File: config.mk
export PLATFORM = sky130hd
export DESIGN_NAME = beam_object_qualifier_motor_drive_top
export DESIGN_NICKNAME = d
export VERILOG_FILES = /design/src/hdl/bomd_pkg.sv /design/src/hdl/beam_object_qualifier_motor_drive_top.sv
export SDC_FILE = /design/constraint.sdc
export NUM_CORES = 1
export LEC_CHECK = 0
export ABC_AREA = 1
export ABC_CLOCK_PERIOD_IN_PS = 6100
export BUFFER_PORTS_ARGS = -buffer_cell sky130_fd_sc_hd__buf_4
export CAP_MARGIN = 20
export CORE_ASPECT_RATIO = 0.8
export CORE_MARGIN = 5
export CORE_UTILIZATION = 25
export CTS_CLUSTER_SIZE = 12
export DETAILED_ROUTE_END_ITERATION = 7
export MAX_ROUTING_LAYER = met4
export SLEW_MARGIN = 5
export SYNTH_ARGS = -nofsm -noshare
export SYNTH_HDL_FRONTEND = slang
export SYNTH_SLANG_ARGS = --single-unit
export TNS_END_PERCENT = 20
File: constraint.sdc
create_clock -name clk -period 6.1 [get_ports clk]
set_input_delay 0.61 -clock clk [delete_from_list [all_inputs] [get_ports clk]]
set_output_delay 0.61 -clock clk [all_outputs]
set_load 0.02 [all_outputs]
File: src/hdl/bomd_pkg.sv
package bomd_pkg;

    localparam int unsigned DWELL_BITS   = 24;
    localparam int unsigned DUTY_BITS    = 8;
    localparam int unsigned CFG_IDX_BITS = 3;

    localparam logic [DWELL_BITS-1:0] MIN_DWELL_RESET = 24'd150000;
    localparam logic [DWELL_BITS-1:0] MAX_DWELL_RESET = 24'd1250000;
    localparam logic [DWELL_BITS-1:0] HOLD_RESET      = 24'd100000;

    localparam logic [DWELL_BITS-1:0] LOCKOUT_US  = 24'd5000;
    localparam logic [DWELL_BITS-1:0] FAST_REV_US = 24'd500000;

    typedef logic signed [8:0] ovr_duty_t;
    typedef logic signed [9:0] duty_t;
    typedef logic [DUTY_BITS-1:0] pwm_t;

    localparam duty_t DUTY_FULL       = 10'sd255;
    localparam duty_t DUTY_INTAKE_OBJ = 10'sd12;
    localparam duty_t DUTY_CONV_OBJ   = -10'sd25;
    localparam duty_t DUTY_CONV_FAST  = -10'sd127;
    localparam duty_t DUTY_ZERO       = 10'sd0;
    localparam duty_t DUTY_NEG_FULL   = -10'sd255;

    typedef enum logic [CFG_IDX_BITS-1:0] {
        CFG_ENABLE            = 3'd0,
        CFG_OVERRIDE_ON       = 3'd1,
        CFG_OVERRIDE_INTAKE   = 3'd2,
        CFG_OVERRIDE_CONVEYOR = 3'd3,
        CFG_OVERRIDE_RAMP     = 3'd4,
        CFG_MIN_DWELL         = 3'd5,
        CFG_MAX_DWELL         = 3'd6,
        CFG_HOLD              = 3'd7
    } cfg_reg_t;

    typedef struct packed {
        logic object_present;
        logic score_pulse;
        logic laser_on;
        pwm_t intake_duty;
        pwm_t conveyor_fwd_duty;
        pwm_t conveyor_bwd_duty;
        pwm_t ramp_fwd_duty;
        pwm_t ramp_bwd_duty;
    } result_t;

    function automatic duty_t sat_duty(input ovr_duty_t v);
        duty_t r;
        r = duty_t'(v);
        if (r < DUTY_NEG_FULL)
        begin
            r = DUTY_NEG_FULL;
        end
        return r;
    endfunction

    function automatic pwm_t fwd_part(input duty_t d);
        return (d > DUTY_ZERO) ? d[DUTY_BITS-1:0] : '0;
    endfunction

    function automatic pwm_t bwd_part(input duty_t d);
        duty_t n;
        n = -d;
        return (d > DUTY_ZERO) ? '0 : n[DUTY_BITS-1:0];
    endfunction

endpackage

File: src/hdl/beam_object_qualifier_motor_drive_top.sv
// Qualifies a raw beam-break bit against min/max dwell, an exit lockout and a
// hold time, flags a score on each new object, and sets the three motor duties.
// One item is taken per clock cycle while the output is not stalled, and its
// result passes through the input register and then the result register.
// The qualification state is read and rewritten as each item advances, so
// consecutive items see each other's effect with no stall.
module beam_object_qualifier_motor_drive_top #(
    parameter int TIME_BITS = 48
) (
    input  logic                                  clk,
    input  logic                                  rst_n,
    input  logic                                  s_axis_tvalid,
    output logic                                  s_axis_tready,
    // Bit 0: raw_detect; bits 48:1: now_us; bits 55:49: zero.
    input  logic [55:0]                           s_axis_tdata,
    output logic                                  m_axis_tvalid,
    input  logic                                  m_axis_tready,
    // Bit 0: object_present; 1: score_pulse; 2: laser_on; 10:3: intake_duty;
    // 18:11: conveyor_fwd_duty; 26:19: conveyor_bwd_duty; 34:27: ramp_fwd_duty;
    // 42:35: ramp_bwd_duty; 47:43: zero.
    output logic [47:0]                           m_axis_tdata,
    input  logic                                  cfg_valid,
    output logic                                  cfg_ready,
    input  logic [bomd_pkg::CFG_IDX_BITS-1:0]     cfg_index,
    input  logic [bomd_pkg::DWELL_BITS-1:0]       cfg_data
);
    import bomd_pkg::*;

    typedef logic [TIME_BITS-1:0] tick_t;

    logic                  enable_reg;
    logic                  override_on_reg;
    ovr_duty_t             ovr_intake_reg;
    ovr_duty_t             ovr_conveyor_reg;
    ovr_duty_t             ovr_ramp_reg;
    logic [DWELL_BITS-1:0] min_dwell_reg;
    logic [DWELL_BITS-1:0] max_dwell_reg;
    logic [DWELL_BITS-1:0] hold_reg;

    tick_t entry_reg;
    tick_t last_valid_reg;
    tick_t exit_reg;
    logic  had_object_reg;

    logic    in_valid_reg;
    logic    in_det_reg;
    tick_t   in_now_reg;
    logic    out_valid_reg;
    result_t out_reg;

    logic    advance;
    tick_t   entry_a;
    tick_t   el_a;
    tick_t   el_b;
    tick_t   el_exit;
    tick_t   el_last;
    logic    new_entry;
    logic    det1;
    logic    det2;
    logic    det3;
    logic    lockout;
    logic    has;
    tick_t   entry_next;
    tick_t   exit_next;
    tick_t   last_valid_next;
    duty_t   di;
    duty_t   dc;
    duty_t   dr;
    result_t res_next;

    assign cfg_ready     = 1'b1;
    assign advance       = in_valid_reg && (!out_valid_reg || m_axis_tready);
    assign s_axis_tready = !in_valid_reg || advance;
    assign m_axis_tvalid = out_valid_reg;
    assign m_axis_tdata  = {5'b0, out_reg.ramp_bwd_duty, out_reg.ramp_fwd_duty,
                            out_reg.conveyor_bwd_duty, out_reg.conveyor_fwd_duty,
                            out_reg.intake_duty, out_reg.laser_on,
                            out_reg.score_pulse, out_reg.object_present};

    always_ff @(posedge clk or negedge rst_n)
    begin
        if (!rst_n)
        begin
            enable_reg       <= 1'b0;
            override_on_reg  <= 1'b0;
            ovr_intake_reg   <= '0;
            ovr_conveyor_reg <= '0;
            ovr_ramp_reg     <= '0;
            min_dwell_reg    <= MIN_DWELL_RESET;
            max_dwell_reg    <= MAX_DWELL_RESET;
            hold_reg         <= HOLD_RESET;
        end
        else if (cfg_valid && cfg_ready)
        begin
            case (cfg_index)
                CFG_ENABLE:            enable_reg       <= cfg_data[0];
                CFG_OVERRIDE_ON:       override_on_reg  <= cfg_data[0];
                CFG_OVERRIDE_INTAKE:   ovr_intake_reg   <= cfg_data[8:0];
                CFG_OVERRIDE_CONVEYOR: ovr_conveyor_reg <= cfg_data[8:0];
                CFG_OVERRIDE_RAMP:     ovr_ramp_reg     <= cfg_data[8:0];
                CFG_MIN_DWELL:         min_dwell_reg    <= cfg_data;
                CFG_MAX_DWELL:         max_dwell_reg    <= cfg_data;
                CFG_HOLD:              hold_reg         <= cfg_data;
                default:               ;
            endcase
        end
    end

    // Qualification chain for the item held in the input register.
    always_comb
    begin
        entry_a   = in_det_reg ? entry_reg : '0;
        el_a      = in_now_reg - entry_a;
        det1      = in_det_reg && !((entry_a != '0) && (el_a > tick_t'(max_dwell_reg)));
        new_entry = det1 && (entry_a == '0);
        entry_next = new_entry ? in_now_reg : entry_a;
        el_b      = new_entry ? '0 : el_a;
        det2      = det1 && !((entry_next != '0) && (el_b < tick_t'(min_dwell_reg)));
        el_exit   = in_now_reg - exit_reg;
        lockout   = det2 && (exit_reg != '0) && (el_exit < tick_t'(LOCKOUT_US));
        det3      = det2 && !lockout;
        last_valid_next = det3 ? in_now_reg : last_valid_reg;
        el_last   = det3 ? '0 : (in_now_reg - last_valid_reg);
        has       = (last_valid_next != '0) && (el_last < tick_t'(hold_reg));
        if (had_object_reg && !has)
        begin
            exit_next = in_now_reg;
        end
        else if (lockout)
        begin
            exit_next = in_now_reg;
        end
        else
        begin
            exit_next = exit_reg;
        end

        if (override_on_reg)
        begin
            di = sat_duty(ovr_intake_reg);
            dc = sat_duty(ovr_conveyor_reg);
            dr = sat_duty(ovr_ramp_reg);
        end
        else if (!enable_reg)
        begin
            di = DUTY_ZERO;
            dc = DUTY_ZERO;
            dr = DUTY_ZERO;
        end
        else if (has)
        begin
            di = DUTY_INTAKE_OBJ;
            dc = (el_b < tick_t'(FAST_REV_US)) ? DUTY_CONV_FAST : DUTY_CONV_OBJ;
            dr = DUTY_FULL;
        end
        else
        begin
            di = DUTY_FULL;
            dc = DUTY_FULL;
            dr = DUTY_FULL;
        end

        res_next.object_present    = has;
        res_next.score_pulse       = has && !had_object_reg;
        res_next.laser_on          = enable_reg;
        res_next.intake_duty       = fwd_part(di);
        res_next.conveyor_fwd_duty = fwd_part(dc);
        res_next.conveyor_bwd_duty = bwd_part(dc);
        res_next.ramp_fwd_duty     = fwd_part(dr);
        res_next.ramp_bwd_duty     = bwd_part(dr);
    end

    always_ff @(posedge clk or negedge rst_n)
    begin
        if (!rst_n)
        begin
            entry_reg      <= '0;
            last_valid_reg <= '0;
            exit_reg       <= '0;
            had_object_reg <= 1'b0;
        end
        else if (advance)
        begin
            entry_reg      <= entry_next;
            last_valid_reg <= last_valid_next;
            exit_reg       <= exit_next;
            had_object_reg <= has;
        end
    end

    always_ff @(posedge clk or negedge rst_n)
    begin
        if (!rst_n)
        begin
            in_valid_reg  <= 1'b0;
            out_valid_reg <= 1'b0;
        end
        else
        begin
            if (s_axis_tvalid && s_axis_tready)
            begin
                in_valid_reg <= 1'b1;
            end
            else if (advance)
            begin
                in_valid_reg <= 1'b0;
            end

            if (advance)
            begin
                out_valid_reg <= 1'b1;
            end
            else if (m_axis_tready)
            begin
                out_valid_reg <= 1'b0;
            end
        end
    end

    always_ff @(posedge clk)
    begin
        if (s_axis_tvalid && s_axis_tready)
        begin
            in_det_reg <= s_axis_tdata[0];
            in_now_reg <= tick_t'(s_axis_tdata[48:1]);
        end
        if (advance)
        begin
            out_reg <= res_next;
        end
    end

endmodule

# Word-level counts from Yosys, hierarchy flattened

Index checks and enable logic that the tools add are counted.

Word-level logic and storage cells: 110
Register bits after elaboration: 340
Output and inout bits: 51
Input bits: 88

Magnitude comparators: 11
Eq/ne operators: 7
Muxes and demuxes: 23
Reduce and logical (&&, ||, !) cells: 40
$add $sub $neg: 5

Operators with widths:

| kind                                                                             | count |
|---|---|
| 48-bit 2-to-1 mux                                                                | 7 |
| 48-bit nonzero test                                                              | 4 |
| 48-bit subtractor                                                                | 3 |
| 48-bit by 24-bit < comparator with 1-bit output                                  | 2 |
| 10-bit 2-to-1 mux                                                                | 8 |
| 48-bit by 24-bit greater-than comparator with 1-bit output                       | 1 |
| 48-bit zero test                                                                 | 1 |
| 48-bit by 13-bit < comparator with 1-bit output, second input constant           | 1 |
| 48-bit by 19-bit < comparator with 1-bit output, second input constant           | 1 |
| 10-bit by 1-bit greater-than comparator with 1-bit output, second input constant | 3 |
| 9-bit < comparator, second input constant                                        | 3 |
| 8-bit 2-to-1 mux                                                                 | 3 |
| 2-bit AND reduction                                                              | 9 |
| 8-bit negator                                                                    | 2 |
| 1-bit logical AND                                                                | 13 |
| 3-bit == test, second input constant                                             | 4 |
| 1-bit zero test                                                                  | 7 |
| 7-bit 2-to-1 mux                                                                 | 1 |
| 3-bit by 2-bit == test with 1-bit output, second input constant                  | 2 |
| 2-bit nonzero test                                                               | 3 |
| 1-bit 2-to-1 mux                                                                 | 4 |
| 3-bit by 1-bit == test with 1-bit output, second input constant                  | 1 |
| 3-bit zero test                                                                  | 1 |
| 1-bit logical OR                                                                 | 2 |

# Depth between registers and ports, before layout

Depth in word-level cells: 23
Mapped depth: 54
Mapped depth without buffers: 51

# Worst setup path before layout

Ideal clock, no wire load.

Path kind: register to register
Start point: register in_det_reg
End point: register out_reg, in the netlist m_axis_tdata[11], data pin
Slack: -0.425 ns
Data required time: 5.836 ns
Library setup time: 0.264 ns
Buffers on the path: 6
Arrival: 6.261 ns
Cell stages (with the launch flop): 51
Path through: edfxtp_1 -> buf_4 -> buf_6 -> nand2_1 -> inv_1 -> ha_1 -> inv_1 -> fa_1 -> nand3_1 -> nand2_1 -> nand2_1 -> nand2_1 -> nand2_1 -> nand2_1 -> nand2_1 -> nand2_1 -> xor2_1 -> ha_1 -> [15 not listed] -> a21oi_1 -> nor2_1 -> a211oi_1 -> o221a_2 -> nand2_1 -> nand2_1 -> nand3_2 -> nand2_2 -> buf_4 -> nand2_1 -> a21oi_1 -> ha_1 -> nand4_1 -> nor2_2 -> nand2_2 -> nand2_1 -> buf_4 -> nor2_1

Word-level cells in the longest chain between the ends: 23

RTL lines:

| item                                                                                   | line                                                                                       | source |
|---|---|---|
| start, declared                                                                        | beam_object_qualifier_motor_drive_top.sv:46                                                | `logic in_det_reg;` |
| start signal, assigned                                                                 | beam_object_qualifier_motor_drive_top.sv:224                                               | `in_det_reg <= s_axis_tdata[0];` |
| 48-bit 2-to-1 mux                                                                      | beam_object_qualifier_motor_drive_top.sv:112                                               | `entry_a = in_det_reg ? entry_reg : '0;` |
| 48-bit subtractor                                                                      | beam_object_qualifier_motor_drive_top.sv:113                                               | `el_a = in_now_reg - entry_a;` |
| 48-bit by 24-bit greater-than comparator with 1-bit output                             | beam_object_qualifier_motor_drive_top.sv:114                                               | `det1 = in_det_reg && !((entry_a != '0) && (el_a > tick_t'(max_dwell_reg)));` |
| 1-bit logical AND                                                                      | beam_object_qualifier_motor_drive_top.sv:114                                               |  |
| 1-bit zero test                                                                        | beam_object_qualifier_motor_drive_top.sv:114                                               |  |
| 1-bit logical AND                                                                      | beam_object_qualifier_motor_drive_top.sv:114                                               |  |
| 1-bit logical AND                                                                      | beam_object_qualifier_motor_drive_top.sv:115                                               | `new_entry = det1 && (entry_a == '0);` |
| 48-bit 2-to-1 mux (on tied branches)                                                   | beam_object_qualifier_motor_drive_top.sv:117, beam_object_qualifier_motor_drive_top.sv:116 |  |
| [7 not listed]                                                                         | -                                                                                          |  |
| 1-bit logical AND                                                                      | beam_object_qualifier_motor_drive_top.sv:121                                               | `det3 = det2 && !lockout;` |
| 48-bit 2-to-1 mux (on tied branches)                                                   | beam_object_qualifier_motor_drive_top.sv:123, beam_object_qualifier_motor_drive_top.sv:122 |  |
| 48-bit by 24-bit < comparator with 1-bit output or 48-bit nonzero test (tied branches) | beam_object_qualifier_motor_drive_top.sv:124                                               | `has = (last_valid_next != '0) && (el_last < tick_t'(hold_reg));` |
| 1-bit logical AND                                                                      | beam_object_qualifier_motor_drive_top.sv:124                                               |  |
| 10-bit 2-to-1 mux (*)                                                                  | beam_object_qualifier_motor_drive_top.sv:150                                               | `else if (has)` |
| 10-bit 2-to-1 mux (*)                                                                  | beam_object_qualifier_motor_drive_top.sv:144                                               | `else if (!enable_reg)` |
| 10-bit 2-to-1 mux (*)                                                                  | beam_object_qualifier_motor_drive_top.sv:138                                               | `if (override_on_reg)` |
| 10-bit by 1-bit greater-than comparator with 1-bit output                              | bomd_pkg.sv:58                                                                             | `return (d > DUTY_ZERO) ? d[DUTY_BITS-1:0] : '0;` |
| end signal, assigned                                                                   | beam_object_qualifier_motor_drive_top.sv:229                                               | `out_reg <= res_next;` |
| end, declared                                                                          | beam_object_qualifier_motor_drive_top.sv:49                                                | `result_t out_reg;` |

Mark *: on every way between the ends. The rest lies on a longest branch, timed or not.
A chain may end at the register's enable or synchronous reset.

# Final worst setup path

Same ends and word-level chain as after synthesis.

==> flow_summary_export.csv <==
group,metric,value,unit
sta,slew_headroom,0.339,
global_route,grt_pass1_vias,28700,
routing,drc,0,
logic_synthesis,synth_cell_types,54,
critical_path,r2r-start,"in_det_reg",
critical_path,reg2reg_depth,46,
critical_path,critical_path_class,"reg2reg",
routing,ant_nets,0,
sta,drv_slew,0,
sta,whs,0.0931,ns
logic_synthesis,seq_area_frac_synth,0.324,
logic_synthesis,synthArstFlopShare,0.729,
sta,period_share,1.06,
outcome,status,"complete, but fails checks",
cells_and_area,finalNonFillerCells,6442,
cells_and_area,nets,5270,
placed_design,port_buffers,125,
routing,wl,106000,um
logic_synthesis,yosys_warnings,0,
floorplan,io_pins,139,
global_route,grt_pass1_wl,163000,um
critical_path,arrival,6.78,ns
logic_synthesis,netlist_top_cells_area,"dfrtp_1 20%, nand2_1 17%, edfxtp_1 10%",
floorplan,initial_utilization,0.251,
floorplan,die_area,118000,um2
global_route,grt_max_degree,127,
placed_design,gp_congestion,0.989,
sta,finalHoldViolations,0,
floorplan,dieHeight,308,um
clock_tree,ctsHoldBuffers,0,
logic_synthesis,ys_top_cells_by_count,"1291 x nand2_1, 663 x inv_1, 458 x nor2_1",
placed_design,dp_hpwl,86400,um
placed_design,dp_cells,6317,
logic_synthesis,synth_area_per_cell,6.60,um2
clock_tree,clock_latency,0.60,ns
floorplan,rows,109,
logic_synthesis,yosysTopAreaCellShare,0.204,
clock_tree,numCtsBuffers,43,
logic_synthesis,postSynthCellCount,4200,
sta,skew,0.0218,ns
clock_tree,cts_tree,"yes",
critical_path,worstSetupStartpoint,"in_det_reg",
power_and_ir_drop,p_total,0.0176,W
outcome,failed_checks,"setup timing",
power_and_ir_drop,leakagePower,19.2,nW
routing,avgViaCountPerCell,4.65,
global_route,grt.overflow.total,0,
critical_path,crit_path_end_kind,"flop",
clock_tree,cts-root-buf,"clkbuf_16",
sta,fmax,155,MHz
sta,worst_slack,-0.352,ns
routing,first_pass_iters,6,
logic_synthesis,synth_flop_cell,"dfrtp_1",
routing,vias,29900,
critical_path,critPathRequiredTime,6.43,ns
sta,worst_slew_pin_slew,0.991,ns
clock_tree,cts_max_level,2,
global_route,grt_usage,0.181,
critical_path,reg2reg_to,"m_axis_tdata[11]",
routing,drtIter0Drc,2382,
power_and_ir_drop,vdd_drop_max,0.256,mV
sta,rsz0062_at_grt,"true",
clock_tree,clock-sinks,340,
critical_path,critPathMaxFanout,7,
clock_tree,clk_pin_slew,0.07,ns
critical_path,critPathSlowestCell,"edfxtp_1",
cells_and_area,syn_to_final_growth,37.8,%
logic_synthesis,synth_edf_count,92,
critical_path,slowest_delay,0.48,ns
sta,fin_setup_tns,-7.15,ns
critical_path,rrSetupSlack,-0.35,ns
sta,fin_crit,6.45,ns
logic_synthesis,yosysMostFrequentCell,"nand2_1",
logic_synthesis,synth_area,27700,um2
flow_run,maxCapViolCount,0,
floorplan,fp.dieW,382,um
logic_synthesis,yosys.area.top_type,"dfrtp_1",
logic_synthesis,ys_ff_latch,340,
power_and_ir_drop,powerDensity,461,nW/um2
hold_path,min_path_type,"in2async",
clock_tree,clock_path_buffers,3,
global_route,antenna_found_initial,1,
critical_path,cp_common_cell,"nand2_4",
cells_and_area,drive_gt1_frac,0.227,
floorplan,core_region_area,110000,um2
critical_path,cp-start-kind,"flop",
routing,wl_per_cell,16.5,um
sta,setup-violations-final,66,
## final cells by class
cell class | count | area, um2
clock inverters | 14 | 196
flip-flops and latches | 340 | 9000
clock buffers | 64 | 1280
multi-input cells | 3111 | 17100
fillers | 11700 | 72100
repair buffers | 803 | 6360
diodes | 1 | 2.50
well taps | 1443 | 1810
inverters | 666 | 2510
## timing repair
action,4_1_cts,5_1_grt
pin swaps,69,44
setup buffers,33,8
cloned,4,0
gates resized for setup,222,47
setup endpoints to repair,70,74
## how the worst max path moves through the flow
stage / to / cells after the start
global placement: m_axis_tdata[11] / 42
CTS: m_axis_tdata[11] / 47
floorplan: m_axis_tdata[11] / 50
global route: m_axis_tdata[11] / 47
finish: m_axis_tdata[11] / 46
detailed placement: m_axis_tdata[11] / 42
## per-layer routing
layer	part of all wire	global-route usage	wire, um
met3	0.054	0.0164	5700
met5	0	-	0
met1	0.48	0.253	50500
met2	0.44	0.281	47100
met4	0.028	0.0489	2940
## worst max-delay path: cells and delay by family, from the launching register on
kind                     cells  cell delay (ns)
flip-flops                   1             0.48
XOR/XNOR                     1             0.22
AO/OA/AOI/OAI                6             0.80
AND/OR/NAND/NOR             24             2.41
adder cells (fa/ha/maj)      5             1.19
buffers and inverters       10             1.08
## cell families after synthesis
| kind of cell | Yosys count | share of synthesized area |
|---|---|---|
| AOI/OAI and AO/OA | 733 | 0.144 |
| xor gates and xnor gates | 75 | 0.0237 |
| buffers and inverters | 753 | 0.105 |
| other | 2 | 0.000271 |
| DFF | 340 | 0.324 |
| adders and majority gates | 217 | 0.0984 |
| and+or+nand+nor | 2080 | 0.304 |
## power breakdown
part	internal [W]	total [W]	leakage, nW	switching, W
Clock	0.00156	0.00266	0.706	0.00110
Combinational	0.00494	0.0116	14.5	0.00662
Sequential	0.00302	0.00341	4.04	0.000384
Total	0.00951	0.0176	19.2	0.00811
## metrics by stage
| step | setup slack [ns] | utilization | instance area [um2] |
|---|---|---|---|
| floorplan | 0.0142 | - | 27800 |
| global placement | -0.517 | 0.318 | 35100 |
| CTS | -0.178 | 0.344 | 37900 |
| detailed placement | -0.567 | 0.318 | 35100 |
| finish | -0.352 | 0.346 | 38200 |
| global route | -0.694 | 0.346 | 38200 |
## cells in the final DEF, fill, tap and decap left out, drive strengths merged, types with 29 or more instances in the layout
master	count
nand3	162
nor2	459
dfrtp	226
nor3	46
nand4	64
buf	802
a21oi	249
edfxtp	92
ha	215
a31oi	31
clkbuf	64
o21a	29
nand2	1299
xor2	53
inv	669
o21ai	348
Power figures use the tool's default switching activity.
